## src/hw/rtl/gpu_command_packet_framer_macros.svh

```systemverilog
// Assertion macros shared by the framer RTL.
// Included by modules that carry concurrent checks; needs clk and rst_n in scope.
`ifndef GPU_COMMAND_PACKET_FRAMER_MACROS_SVH
`define GPU_COMMAND_PACKET_FRAMER_MACROS_SVH

// same-cycle implication
`define GCPF_ASSERT_NOW(label, ante, cons, msg) \
    label: assert property (@(posedge clk) disable iff (!rst_n) (ante) |-> (cons)) \
        else $error(msg);

// next-cycle implication
`define GCPF_ASSERT_NEXT(label, ante, cons, msg) \
    label: assert property (@(posedge clk) disable iff (!rst_n) (ante) |=> (cons)) \
        else $error(msg);

`endif

```

## src/hw/rtl/gcpf_pkg.sv

```systemverilog
// Shared types and constants for the GP0 command packet framer.
// No dependencies; imported by all framer modules.
package gcpf_pkg;

    localparam int COUNT_BITS_DEF = 20;
    localparam int IDX_W          = 20;
    localparam int KIND_W         = 5;
    localparam int TOTAL_W        = 4;
    localparam int VRAM_TOT_W     = 18;
    localparam int ENV_W          = 24;
    localparam logic [IDX_W-1:0] IDX_MAX = '1;

    // result roles
    localparam logic [2:0] ROLE_SINGLE  = 3'd0;
    localparam logic [2:0] ROLE_PACKET  = 3'd1;
    localparam logic [2:0] ROLE_LAST    = 3'd2;
    localparam logic [2:0] ROLE_INVALID = 3'd3;
    localparam logic [2:0] ROLE_RESET   = 3'd4;

    // decode classes
    localparam logic [2:0] CLS_PACKET  = 3'd0;
    localparam logic [2:0] CLS_NOP     = 3'd1;
    localparam logic [2:0] CLS_IRQ     = 3'd2;
    localparam logic [2:0] CLS_ENV     = 3'd3;
    localparam logic [2:0] CLS_INVALID = 3'd4;

    localparam logic [KIND_W-1:0] KIND_NONE       = 5'd0;
    localparam logic [KIND_W-1:0] KIND_VRAM_WRITE = 5'd2;
    localparam logic [KIND_W-1:0] KIND_MONO_POLY  = 5'd14;
    localparam logic [KIND_W-1:0] KIND_SHAD_POLY  = 5'd16;

    localparam logic [31:0] LINE_END      = 32'h5000_5000;
    localparam logic [31:0] LINE_END_MASK = 32'hF000_F000;

    typedef struct packed {
        logic                  action;
        logic [31:0]           word;
        logic [2:0]            cls;
        logic [KIND_W-1:0]     kind;
        logic [TOTAL_W-1:0]    total;
        logic [2:0]            flags;
        logic [2:0]            env_target;
        logic [ENV_W-1:0]      env_value;
        logic [VRAM_TOT_W-1:0] vram_total;
        logic                  line_end;
    } gcpf_item_t;

endpackage

```

## src/hw/rtl/gpu_command_packet_framer.sv

```systemverilog
// Top level of the GP0 command packet framer: decode front, queue, framing back end.
// Depends on gcpf_pkg, gcpf_front, gcpf_queue, gcpf_back.
//
//  channel | dir | handshake          | payload
//  s_*     | in  | s_tvalid/s_tready  | s_tuser = action, s_tdata = word
//  m_*     | out | m_tvalid/m_tready  | m_tuser = role, m_tdata = result fields
//
// One word per cycle sustained while m_tready stays high; a request is written into the queue when
// accepted and then moves into the output register, from which it drives m_*.
// Decode needs no state, so the back end's packet counter and the output register set the pace.
// rst_n clears the queue, the packet state, the irq flag and the output valid.
// Either side may stall: the two-entry queue lets input continue while output waits.
module gpu_command_packet_framer
    import gcpf_pkg::*;
#(
    parameter int COUNT_BITS = COUNT_BITS_DEF
)
(
    input  logic        clk,
    input  logic        rst_n,
    input  logic        s_tvalid,
    output logic        s_tready,
    input  logic [31:0] s_tdata,   // [31:0] word
    input  logic        s_tuser,   // [0] action
    output logic        m_tvalid,
    input  logic        m_tready,
    output logic [87:0] m_tdata,   // kind[4:0] semi[5] tex[7:6] idx[27:8] data[59:28]
                                   // env_target[62:60] env_value[86:63] irq[87]
    output logic [2:0]  m_tuser    // [2:0] role
);

    gcpf_item_t dec_item;
    gcpf_item_t head_item;
    logic       q_full;
    logic       head_valid;
    logic       pop;

    assign s_tready = !q_full;

    gcpf_front u_front
    (
        .action (s_tuser),
        .word   (s_tdata),
        .item   (dec_item)
    );

    gcpf_queue u_queue
    (
        .clk        (clk),
        .rst_n      (rst_n),
        .push       (s_tvalid && !q_full),
        .push_item  (dec_item),
        .full       (q_full),
        .pop        (pop),
        .head_valid (head_valid),
        .head_item  (head_item)
    );

    gcpf_back #(.COUNT_BITS(COUNT_BITS)) u_back
    (
        .clk        (clk),
        .rst_n      (rst_n),
        .head_valid (head_valid),
        .head_item  (head_item),
        .pop        (pop),
        .m_tvalid   (m_tvalid),
        .m_tready   (m_tready),
        .m_tdata    (m_tdata),
        .m_tuser    (m_tuser)
    );

endmodule

```

## src/hw/rtl/gcpf_front.sv

```systemverilog
// Front end: classifies each incoming word by its opcode, independent of packet state.
// Depends on gcpf_pkg.
module gcpf_front
    import gcpf_pkg::*;
(
    input  logic       action,
    input  logic [31:0] word,
    output gcpf_item_t item
);

    logic [7:0]  op;
    logic        semi;
    logic [1:0]  rawtex;
    logic [18:0] area;

    assign op     = word[31:24];
    assign semi   = op[1];
    assign rawtex = op[0] ? 2'd2 : 2'd1;
    assign area   = 19'(word[9:0]) * 19'(word[24:16]);

    always_comb
    begin
        item            = '0;
        item.action     = action;
        item.word       = word;
        item.vram_total = VRAM_TOT_W'(19'd3 + 19'(area[18:1]) + 19'(area[0]));
        item.line_end   = (word & LINE_END_MASK) == LINE_END;
        item.cls        = CLS_INVALID;
        if (op == 8'h02)
        begin
            item.kind = 5'd1; item.total = 4'd3;
        end
        else if (op == 8'hA0)
        begin
            item.kind = 5'd2; item.total = 4'd3;
        end
        else if (op == 8'hC0)
        begin
            item.kind = 5'd3; item.total = 4'd3;
        end
        else if (op == 8'h80)
        begin
            item.kind = 5'd4; item.total = 4'd4;
        end
        else if (op[7:5] == 3'b001)
        begin
            // polygons: op[4] shaded, op[2] textured, op[3] quad
            case ({op[4], op[2]})
                2'b00:
                begin
                    item.total = op[3] ? 4'd5 : 4'd4;
                    item.flags = {2'd0, semi};
                    item.kind  = 5'd5 + 5'(op[3]);
                end
                2'b01:
                begin
                    item.total = op[3] ? 4'd9 : 4'd7;
                    item.flags = {rawtex, semi};
                    item.kind  = 5'd7 + 5'(op[3]);
                end
                2'b10:
                begin
                    item.total = op[3] ? 4'd8 : 4'd6;
                    item.flags = {2'd0, semi};
                    item.kind  = 5'd9 + 5'(op[3]);
                end
                default:
                begin
                    item.total = op[3] ? 4'd12 : 4'd9;
                    item.flags = {2'd1, semi};
                    item.kind  = 5'd11 + 5'(op[3]);
                end
            endcase
        end
        else if (op[7:5] == 3'b010)
        begin
            if (op[2] == 1'b0 && op[0] == 1'b0)
            begin
                item.flags = {2'd0, semi};
                item.total = op[4] ? 4'd4 : 4'd3;
                item.kind  = 5'd13 + {3'd0, op[4], 1'b0} + 5'(op[3]);
            end
        end
        else if (op[7:5] == 3'b011)
        begin
            if (op[2])
            begin
                item.total = (op[4:3] == 2'd0) ? 4'd4 : 4'd3;
                item.flags = {rawtex, semi};
                item.kind  = 5'd21 + 5'(op[4:3]);
            end
            else if (!op[0])
            begin
                item.total = (op[4:3] == 2'd0) ? 4'd3 : 4'd2;
                item.flags = {2'd0, semi};
                item.kind  = 5'd17 + 5'(op[4:3]);
            end
        end

        if (item.kind != KIND_NONE)
            item.cls = CLS_PACKET;
        else if (op == 8'h00 || op == 8'h01)
            item.cls = CLS_NOP;
        else if (op == 8'h1F)
            item.cls = CLS_IRQ;
        else if (op >= 8'hE1 && op <= 8'hE6)
        begin
            item.cls        = CLS_ENV;
            item.env_target = 3'(op - 8'hE0);
            if (op == 8'hE1)
                item.env_value = {10'd0, word[13:0]};
            else if (op == 8'hE6)
                item.env_value = {22'd0, word[1:0]};
            else
                item.env_value = word[23:0];
        end
    end

endmodule

```

## src/hw/rtl/gcpf_queue.sv

```systemverilog
// Two-entry queue between the decode front and the packet back end.
// Depends on gcpf_pkg.
module gcpf_queue
    import gcpf_pkg::*;
(
    input  logic       clk,
    input  logic       rst_n,
    input  logic       push,
    input  gcpf_item_t push_item,
    output logic       full,
    input  logic       pop,
    output logic       head_valid,
    output gcpf_item_t head_item
);

    gcpf_item_t mem [2];
    logic       wr_ptr_reg, wr_ptr_next;
    logic       rd_ptr_reg, rd_ptr_next;
    logic [1:0] count_reg, count_next;

    assign full       = count_reg == 2'd2;
    assign head_valid = count_reg != 2'd0;
    assign head_item  = mem[rd_ptr_reg];

    always_comb
    begin
        wr_ptr_next = wr_ptr_reg ^ push;
        rd_ptr_next = rd_ptr_reg ^ pop;
        count_next  = count_reg + 2'(push) - 2'(pop);
    end

    always_ff @(posedge clk)
    begin
        if (push)
            mem[wr_ptr_reg] <= push_item;
    end

    always_ff @(posedge clk or negedge rst_n)
    begin
        if (!rst_n)
        begin
            wr_ptr_reg <= 1'b0;
            rd_ptr_reg <= 1'b0;
            count_reg  <= 2'd0;
        end
        else
        begin
            wr_ptr_reg <= wr_ptr_next;
            rd_ptr_reg <= rd_ptr_next;
            count_reg  <= count_next;
        end
    end

endmodule

```

## src/hw/rtl/gcpf_back.sv

```systemverilog
// Back end: packet framing state, word counting, irq flag and the output register.
// Depends on gcpf_pkg and the assertion macro header.
`include "gpu_command_packet_framer_macros.svh"

module gcpf_back
    import gcpf_pkg::*;
#(
    parameter int COUNT_BITS = COUNT_BITS_DEF
)
(
    input  logic       clk,
    input  logic       rst_n,
    input  logic       head_valid,
    input  gcpf_item_t head_item,
    output logic       pop,
    output logic       m_tvalid,
    input  logic       m_tready,
    output logic [87:0] m_tdata,
    output logic [2:0] m_tuser
);

    logic                  in_packet_reg, in_packet_next;
    logic [KIND_W-1:0]     open_kind_reg, open_kind_next;
    logic [COUNT_BITS-1:0] words_taken_reg, words_taken_next;
    logic [COUNT_BITS-1:0] words_total_reg, words_total_next;
    logic [2:0]            open_flags_reg, open_flags_next;
    logic                  irq_reg, irq_next;
    logic                  valid_reg, valid_next;
    logic [87:0]           data_reg, data_next;
    logic [2:0]            role_reg, role_next;

    logic [COUNT_BITS-1:0] total_eff;
    logic [COUNT_BITS:0]   n_plus1;
    logic [31:0]           n_ext;
    logic                  last;
    logic [2:0]            role;
    logic [KIND_W-1:0]     kind;
    logic [2:0]            flags;
    logic [IDX_W-1:0]      idx;
    logic [31:0]           data;
    logic [2:0]            et;
    logic [ENV_W-1:0]      ev;

    assign pop      = head_valid && (!valid_reg || m_tready);
    assign m_tvalid = valid_reg;
    assign m_tdata  = data_reg;
    assign m_tuser  = role_reg;

    always_comb
    begin
        in_packet_next   = in_packet_reg;
        open_kind_next   = open_kind_reg;
        words_taken_next = words_taken_reg;
        words_total_next = words_total_reg;
        open_flags_next  = open_flags_reg;
        irq_next         = irq_reg;
        role  = ROLE_SINGLE;
        kind  = KIND_NONE;
        flags = 3'd0;
        idx   = '0;
        data  = head_item.word;
        et    = 3'd0;
        ev    = '0;
        last  = 1'b0;
        n_ext = 32'(words_taken_reg);
        n_plus1 = {1'b0, words_taken_reg} + 1'b1;
        // the VRAM write length is known once word 2 is seen
        if (open_kind_reg == KIND_VRAM_WRITE && words_taken_reg == COUNT_BITS'(2))
            total_eff = COUNT_BITS'(head_item.vram_total);
        else
            total_eff = words_total_reg;

        if (head_item.action)
        begin
            in_packet_next   = 1'b0;
            open_kind_next   = KIND_NONE;
            words_taken_next = '0;
            words_total_next = '0;
            open_flags_next  = 3'd0;
            role = ROLE_RESET;
            data = 32'd0;
        end
        else if (!in_packet_reg)
        begin
            case (head_item.cls)
                CLS_PACKET:
                begin
                    in_packet_next   = 1'b1;
                    open_kind_next   = head_item.kind;
                    words_taken_next = COUNT_BITS'(1);
                    words_total_next = COUNT_BITS'(head_item.total);
                    open_flags_next  = head_item.flags;
                    role  = ROLE_PACKET;
                    kind  = head_item.kind;
                    flags = head_item.flags;
                end
                CLS_NOP:
                    role = ROLE_SINGLE;
                CLS_IRQ:
                    irq_next = 1'b1;
                CLS_ENV:
                begin
                    et = head_item.env_target;
                    ev = head_item.env_value;
                end
                default:
                    role = ROLE_INVALID;
            endcase
        end
        else
        begin
            kind  = open_kind_reg;
            flags = open_flags_reg;
            if (open_kind_reg == KIND_MONO_POLY || open_kind_reg == KIND_SHAD_POLY)
                last = (words_taken_reg >= COUNT_BITS'(3)) && head_item.line_end;
            else
                last = n_plus1 >= {1'b0, total_eff};
            words_total_next = total_eff;
            role = last ? ROLE_LAST : ROLE_PACKET;
            idx  = (n_ext > 32'(IDX_MAX)) ? IDX_MAX : n_ext[IDX_W-1:0];
            if (words_taken_reg != '1)
                words_taken_next = words_taken_reg + 1'b1;
            if (last)
            begin
                in_packet_next   = 1'b0;
                open_kind_next   = KIND_NONE;
                words_taken_next = '0;
                words_total_next = '0;
                open_flags_next  = 3'd0;
            end
        end
    end

    always_comb
    begin
        valid_next = valid_reg;
        data_next  = data_reg;
        role_next  = role_reg;
        if (pop)
        begin
            valid_next = 1'b1;
            role_next  = role;
            data_next  = {irq_next, ev, et, data, idx, flags[2:1], flags[0], kind};
        end
        else if (m_tready)
            valid_next = 1'b0;
    end

    always_ff @(posedge clk)
    begin
        data_reg <= data_next;
        role_reg <= role_next;
    end

    always_ff @(posedge clk or negedge rst_n)
    begin
        if (!rst_n)
        begin
            in_packet_reg   <= 1'b0;
            open_kind_reg   <= KIND_NONE;
            words_taken_reg <= '0;
            words_total_reg <= '0;
            open_flags_reg  <= 3'd0;
            irq_reg         <= 1'b0;
            valid_reg       <= 1'b0;
        end
        else
        begin
            valid_reg <= valid_next;
            if (pop)
            begin
                in_packet_reg   <= in_packet_next;
                open_kind_reg   <= open_kind_next;
                words_taken_reg <= words_taken_next;
                words_total_reg <= words_total_next;
                open_flags_reg  <= open_flags_next;
                irq_reg         <= irq_next;
            end
        end
    end

    `GCPF_ASSERT_NOW(a_idle_no_kind, !in_packet_reg, open_kind_reg == KIND_NONE,
        "idle framer holds a packet kind")
    `GCPF_ASSERT_NEXT(a_abort_closes, pop && head_item.action, !in_packet_reg,
        "fifo reset left a packet open")
    `GCPF_ASSERT_NOW(a_last_closed, valid_reg && role_reg == ROLE_LAST, !in_packet_reg,
        "packet still open after its last word")
    `GCPF_ASSERT_NEXT(a_irq_sticky, irq_reg, irq_reg, "irq flag dropped")

endmodule
```

## config.mk

```make
export PLATFORM = sky130hd
export DESIGN_NAME = gpu_command_packet_framer
export DESIGN_NICKNAME = d
export VERILOG_FILES = /design/src/hw/rtl/gcpf_pkg.sv /design/src/hw/rtl/gpu_command_packet_framer.sv /design/src/hw/rtl/gcpf_front.sv /design/src/hw/rtl/gcpf_queue.sv /design/src/hw/rtl/gcpf_back.sv
export VERILOG_INCLUDE_DIRS = /design/src /design/src/hw/rtl
export SDC_FILE = /design/constraint.sdc
export NUM_CORES = 1
export LEC_CHECK = 0
export BUFFER_PORTS_ARGS = -buffer_cell sky130_fd_sc_hd__buf_2
export CELL_PAD_IN_SITES_DETAIL_PLACEMENT = 2
export CELL_PAD_IN_SITES_GLOBAL_PLACEMENT = 2
export CORE_UTILIZATION = 47
export CTS_BUF_LIST = sky130_fd_sc_hd__clkbuf_8
export CTS_CLUSTER_DIAMETER = 50
export DETAILED_ROUTE_END_ITERATION = 7
export GPL_ROUTABILITY_DRIVEN = 1
export PLACE_DENSITY = 0.91
export RECOVER_POWER = 100
export SLEW_MARGIN = 20
export SYNTH_ARGS = -nofsm -noshare
export SYNTH_HDL_FRONTEND = slang
export SYNTH_SLANG_ARGS = --single-unit
```

## constraint.sdc

```tcl
create_clock -name clk -period 15.01 [get_ports clk]
set_clock_uncertainty 0.1 [all_clocks]
set_input_delay 0.7505 -clock clk [delete_from_list [all_inputs] [get_ports clk]]
set_output_delay 0.7505 -clock clk [all_outputs]
set_load 0.01 [all_outputs]
```

==> impl_metrics.csv, run 1 <==
group,metric,value,unit
floorplanning,floorplan.initialDensity,47.7,%
floorplanning,coreArea,36600,um2
worst_setup_path,crit_path_end_kind,"flip-flop",
place,dp.cells,1936,
sta,fin_tns_setup,0,ns
yosys,synth_nets,1561,
layout,antennaDiodeCount,0,
flow_run,drv_cap,11,
clock_tree,clkSinkCount,334,
worst_setup_path,cp-start-kind,"flip-flop",
worst_setup_path,reg2regPathDepth,7,
global_routing,grt.total_usage,33.6,%
yosys,ys_types,76,
layout,top_register,"u_queue.mem",
clock_tree,hold_buffers,0,
floorplanning,placementRows,70,
floorplanning,die_h,195,um
yosys,muxShareOfSynthArea,5.58,%
clock_tree,clk_latency,0.70,ns
worst_setup_path,required,15.54,ns
yosys,yosys.area.top_type_share,48.0,%
pwr,power.internal,2.38,mW
sta,setup_viol,0,
place,hpwl,39800,um
global_routing,grt_pass1_vias,14100,
sta,final_max_slew_viol_count,532,
pwr,p_sw_share,41.9,%
worst_setup_path,cp_max_fo,44,
worst_setup_path,critPathKind,"reg2reg",
floorplanning,dieArea,37900,um2
yosys,ys_warn_count,0,
yosys,yosys.area_share.simple,12.1,%
yosys,synth-seq-cells,334,
yosys,synth_top_family_by_area,"simple AND/OR/NAND/NOR gates",
yosys,synth_xor_area_share,2.69,%
clock_tree,clkTransAtPathRegs,0.06,ns
routing,route.vias.total,12400,
pwr,switchingPower,1.72,mW
clock_tree,numCtsBuffers,58,
place,portBuffers,129,
worst_setup_path,rrSetupSlack,7.16,ns
run_status,run_status,"finished with violations",
yosys,synth_fa_ha_area_share,11.5,%
pwr,pwr-share-comb,40.7,%
clock_tree,htreeDepth,2,
routing,drt_wl_total,62700,um
pwr,vdd_drop_max,0.104,mV
sta,finalCritPeriodShare,52.3,%
yosys,synth_compound_area_share,8.30,%
place,place_congestion,0.812,
pwr,power_frac_clock,20.7,%
worst_hold_path,min_path_cells,1,
routing,viasPerCell,6.09,
clock_tree,clockBufferDepth,3,
yosys,synth_cells,1398,
global_routing,grt_max_degree,60,
worst_setup_path,arrival,8.38,ns
routing,avgRoutedWirePerCell,30.7,um
worst_setup_path,rr_startpoint,"u_queue.rd_ptr_reg",
yosys,syn_area_per_cell,12.5,um2
floorplanning,ioPinCount,130,
sta,final_hold_viol_count,0,
floorplanning,die_w,195,um
global_routing,antenna_found_initial,0,
clock_tree,root_buffer,"clkbuf_8",
layout,syn2layout_area_growth,11.3,%
sta,rsz0062_at_grt,"false",
pwr,seq_power_share,38.6,%
sta,period_needed,7.85,ns
pwr,pwr_density_cell,211,nW/um2
layout,largest_register_ffs,188,
yosys,synth-edff-count,279,
yosys,async_flop_share,16.5,%
yosys,seq_area_frac_synth,55.9,%
worst_setup_path,worstReg2RegEnd,"u_back.words_taken_reg[2]",
yosys,yosysTopAreaCell,"edfxtp_1",
pwr,fin_total_pwr,4.10,mW
yosys,synth.area.top_cells,"edfxtp_1 (48%), dfrtp_1 (7.9%), fa_1 (6.5%), mux2i_1 (5.5%), ha_1 (4.9%)",
layout,drive_gt1_share,6.29,%
clock_tree,ctsResizeCount,0,
global_routing,grt.overflow.total,0,
yosys,synth-main-ff-cell,"edfxtp_1",
clock_tree,cts_tree,"yes",
sta,timing.fmax,127,MHz
worst_hold_path,min_path_type,"in2reg",
routing,firstDrtPassIters,8,
sta,worst_slew_pin_slew,4.12,ns
clock_tree,cts_setup_buffers,0,
pwr,leakagePower,7.96,nW
worst_hold_path,min_delay_worst_endpoint,"u_queue.mem[0][93]",
yosys,syn_area,17400,um2
routing,drcViolationCount,1,
routing,postRouteAntennaNets,0,
layout,num-fill-cells,3561,
layout,nNetsFinal,1691,
run_status,failed_checks,"DRC, capacitance limit, slew limit",
global_routing,grt_pass1_wl,93700,um
layout,fin_cells,2042,
worst_hold_path,hold_start,"s_tuser",
routing,drt_iter0_drc,829,
sta,slew_headroom,-175,%
-- how the worst max path moves through the flow --
| stage | end | from | slack (ns) |
|---|---|---|---|
| after floorplan | u_back.words_taken_reg[12] | m_tready | 7.61 |
| after global placement | u_queue.mem[0][18] | s_tdata[24] | 8.79 |
| after detailed placement | u_queue.mem[0][18] | s_tdata[24] | 8.13 |
| after CTS | u_queue.mem[1][18] | s_tdata[24] | 8.66 |
| after global routing | u_back.words_taken_reg[2] | u_queue.rd_ptr_reg | 6.81 |
| final | u_back.words_taken_reg[2] | u_queue.rd_ptr_reg | 7.16 |
-- worst max-delay path: stages (launching register included) --
cell	delay [ns]
dfrtp_1	2.19
mux2_2	0.46
clkbuf_1	1.65
nand2b_1	0.74
o21ai_0	0.25
clkbuf_1	0.81
nor2_1	1.24
a221o_1	0.31
-- cell families (layout without fill, tap and decap cells) --
logic type | after synthesis | in the layout
AOI/OAI and AO/OA | 196 | 196
xor gates and xnor gates | 52 | 52
adders and majority gates | 126 | 126
buffers and inverters | 176 | 352
DFF | 334 | 334
muxes | 97 | 97
and+or+nand+nor | 417 | 417
-- layer usage --
metal	global-route usage [%]	vias to the layer above	share of wire, %
met1	36.0	6391	35
li1	-	5215	-
met4	19.9	0	6.7
met2	62.3	578	53
met3	5.24	243	4.5
met5	0	-	0
-- synth_stat cells (all sizes together) (4+ instances only) --
master / number
a211o: 6
a211oi: 7
a21boi: 4
a21o: 24
a21oi: 34
a22o: 23
a32o: 8
and2: 102
and3: 9
buf: 22
clkbuf: 49
dfrtp: 55
edfxtp: 279
fa: 57
ha: 69
inv: 105
mux2i: 95
nand2: 107
nand2b: 11
nand3: 17
nand3b: 4
nand4: 11
nor2: 104
nor2b: 5
nor3: 16
nor4: 8
o21a: 4
o21ai: 43
o22a: 6
o31ai: 15
or2: 5
or3: 5
xnor2: 35
xor2: 16
-- power by group through the flow --
stage	sequential [mW]	combinational [mW]	clock [mW]
floorplan	1.54	1.02	0
global placement	1.50	1.40	0
detailed placement	1.56	1.59	0
CTS	1.56	1.67	0.862
global route	1.59	1.75	0.895
finish	1.58	1.67	0.848
-- placed cells by master, fill, tap and decap left out, types with 40 or more instances in the layout --
cell type  instances
clkbuf_8          61
clkbuf_1         137
ha_1              69
o21ai_0           42
and2_0            40
and2_1            62
inv_1            128
fa_1              57
edfxtp_1         279
nor2_1           104
nand2_1          107
mux2i_1           95
dfrtp_1           55
-- final cells by class --
class	count	area, um2	share of cell area (%)
clock buffer	61	840	4.33
clock inverter	45	288	1.48
inverter	105	394	2.03
multi-input combinational	888	7010	36.1
sequential	334	9750	50.3
tap	468	586	3.02
timing repair buffer	141	537	2.77
-- through the flow --
stage	hold slack (ns)	utilization [%]	worst slack, ns	instance area [um2]
floorplan	0.343	-	7.61	17400
finish	0.255	53.0	7.16	19400
global route	0.222	53.0	6.81	19400
CTS	0.119	53.7	8.66	19700
detailed placement	0.378	50.6	8.13	18500
global placement	0.357	50.6	8.79	18500
Note: power is estimated with default switching activity, not from simulation.
==> run 2, diff against run 1 <==
Settings changed: CORE_UTILIZATION 47 to 44, PLACE_DENSITY 0.91 to 0.86.
Clock period 15.01 ns to 7.8 ns, I/O delays scaled along.
==> run 2 against run 1 <==
  * The flow finishes with violations (capacitance limit, slew limit)
  * Sequential cell count unchanged
  * Global-route usage decreased by 2.0 points
  * Wire length increased by 0.39%
  * Cell area is 1.2% higher
  * Register-to-register slack got worse by 6.1 ns
  * Combinational power increased by 85%
  * Power is 89% higher
  * Critical path type is now in2reg
==> impl_metrics.csv, run 2 (same netlist as run 1, synthesis figures left out) <==
group,metric,value,unit
run_status,run_status,"finished with violations",
run_status,failed_checks,"capacitance limit, slew limit",
floorplanning,placementRows,72,
global_routing,grt_pass1_wl,94600,um
routing,postRouteAntennaNets,0,
worst_setup_path,cp-start-kind,"input port",
worst_setup_path,arrival,7.19,ns
sta,timing.fmax,145,MHz
worst_hold_path,min_path_type,"in2reg",
layout,top_register,"u_queue.mem",
sta,final_hold_viol_count,0,
sta,slew_headroom,-136,%
worst_setup_path,critical_path.most_common_cell,"fa_1",
clock_tree,cts_tree,"yes",
worst_setup_path,crit_path_end_kind,"flip-flop",
global_routing,grt_pass1_vias,14300,
worst_setup_path,critPathSlowestCell,"fa_1",
worst_setup_path,critPathKind,"in2reg",
routing,viasPerCell,5.91,
place,hpwl,36000,um
layout,nNetsFinal,1711,
place,place_congestion,0.835,
floorplanning,dieArea,40400,um2
layout,layout_common_cells,"edfxtp_1 (279), clkbuf_1 (131), inv_1 (124), nand2_1 (107), nor2_1 (104)",
pwr,leakagePower,8.03,nW
global_routing,grt_max_degree,68,
floorplanning,coreArea,38900,um2
routing,avgRoutedWirePerCell,29.8,um
global_routing,antenna_found_initial,1,
sta,period_needed,6.90,ns
worst_setup_path,cp_max_fo,13,
floorplanning,die_w,201,um
layout,syn2layout_area_growth,12.6,%
routing,route.vias.total,12500,
clock_tree,htreeDepth,2,
pwr,vdd_drop_max,0.248,mV
clock_tree,clkSinkCount,334,
sta,setup_viol,0,
worst_setup_path,required,8.08,ns
floorplanning,ioPinCount,130,
sta,worst_slew_pin_slew,3.55,ns
clock_tree,clkTransAtPathRegs,0.06,ns
sta,fin_tns_setup,0,ns
routing,firstDrtPassIters,5,
floorplanning,die_h,201,um
layout,final_common_cell,"edfxtp_1",
pwr,pwr_density_cell,395,nW/um2
routing,drt_wl_total,62900,um
routing,drcViolationCount,0,
global_routing,grt.overflow.total,0,
clock_tree,clk_latency,0.69,ns
worst_setup_path,slowest_delay,0.62,ns
clock_tree,root_buffer,"clkbuf_8",
layout,largest_register_ffs,188,
layout,antennaDiodeCount,0,
worst_setup_path,path_cells,"dlygate4sd3_1 -> clkbuf_1 -> nand2_1 -> fa_1 -> inv_1 -> fa_1 -> inv_1 -> fa_1 -> fa_1 -> inv_1 -> ha_1 -> a21o_1 -> a21oi_1 -> a21boi_1 -> nor2_1 -> nand4_1 -> nor4b_1 -> nand4_1 -> xnor3_1",
sta,final_max_slew_viol_count,481,
layout,final_util,50.5,%
floorplanning,floorplan.initialDensity,44.8,%
place,portBuffers,129,
global_routing,grt.total_usage,31.6,%
clock_tree,clockBufferDepth,3,
flow_run,drv_cap,11,
routing,drt_iter0_drc,755,
sta,finalCritPeriodShare,88.5,%
layout,drive_gt1_share,6.53,%
clock_tree,numCtsBuffers,59,
clock_tree,cts_setup_buffers,0,
sta,rsz0062_at_grt,"false",
==> run 2: cell types whose count changed in the layout (fill, tap and decap cells not counted), moves of 3 or more <==
cell,delta
clkinvlp_4,+3
dlygate4sd3_1,+22
inv_1,-4
and2_1,-4
and2_0,+4
clkbuf_1,-6
clkbuf_8,+5
==> run 2: final cells by class <==
type	instances	area, um2
clock buffer	66	908
sequential	334	9750
inverter	105	394
clock inverter	40	206
tap	518	648
fill	3797	19300
multi-input combinational	888	6990
timing repair buffer	160	754
==> run 2: worst paths after layout <==
path | startpoint | end | slack (ns) | cells past startpoint
worst max-delay path | s_tdata[18] | u_queue.mem[1][18] | 0.90 | 19
worst min-delay path | s_tvalid | u_queue.wr_ptr_reg | 0.14 | 5
worst max register to register | u_queue.rd_ptr_reg | u_back.m_tdata[85] | 1.07 | 6
worst min register to register | u_back.words_total_reg[15] | u_back.words_total_reg[15] | 0.40 | 2
max in group asynchronous | rst_n | u_back.words_total_reg[7] | 4.31 | 3
min in group asynchronous | rst_n | u_back.open_kind_reg[2] | 1.37 | 3
==> run 2: routing by layer <==
metal,global-route usage [%],vias up,wire [um]
met5,0,-,0
met4,19.9,0,4290
met3,4.91,222,2820
met2,57.6,519,33300
met1,34.3,6482,22500
li1,-,5257,-
==> run 2: what timing repair did <==
| action | 4_1_cts | 5_1_grt |
|---|---|---|
| gates resized for setup | 0 | 0 |
| hold buffers | 22 | 0 |
| endpoints found under the setup margin | 0 | 0 |
| hold endpoints to repair | 100 | 0 |
==> run 2: through the flow <==
step                instances  hold WS (ns)  cell area (um2)  power, mW  setup WS (ns)
floorplan                1398      -0.00559            17400       4.93          0.763
global placement         1983         0.356            18600       5.60           1.90
detailed placement       1983         0.370            18600       5.93           1.47
CTS                      2111       0.00160            19900       7.70           1.57
global route             2111         0.158            19700       8.07          0.704
finish                   2111         0.143            19700       7.76          0.895
==> run 2: worst max-delay path: cells and delay by family <==
kind                       cells  cell delay [ns]
and+or+nand+nor                5             1.59
buffers and inverters          5             1.33
AOI/OAI and AO/OA              3             1.03
xor gates and xnor gates       1             0.26
adders and majority gates      5             2.59
==> run 2: report_power, final <==
part / total [mW] / switching, mW / internal (mW) / leakage (nW)
clock: 1.64 / 0.837 / 0.807 / 0.626
combinational: 3.09 / 2.08 / 1.02 / 3.98
sequential: 3.02 / 0.321 / 2.70 / 3.42
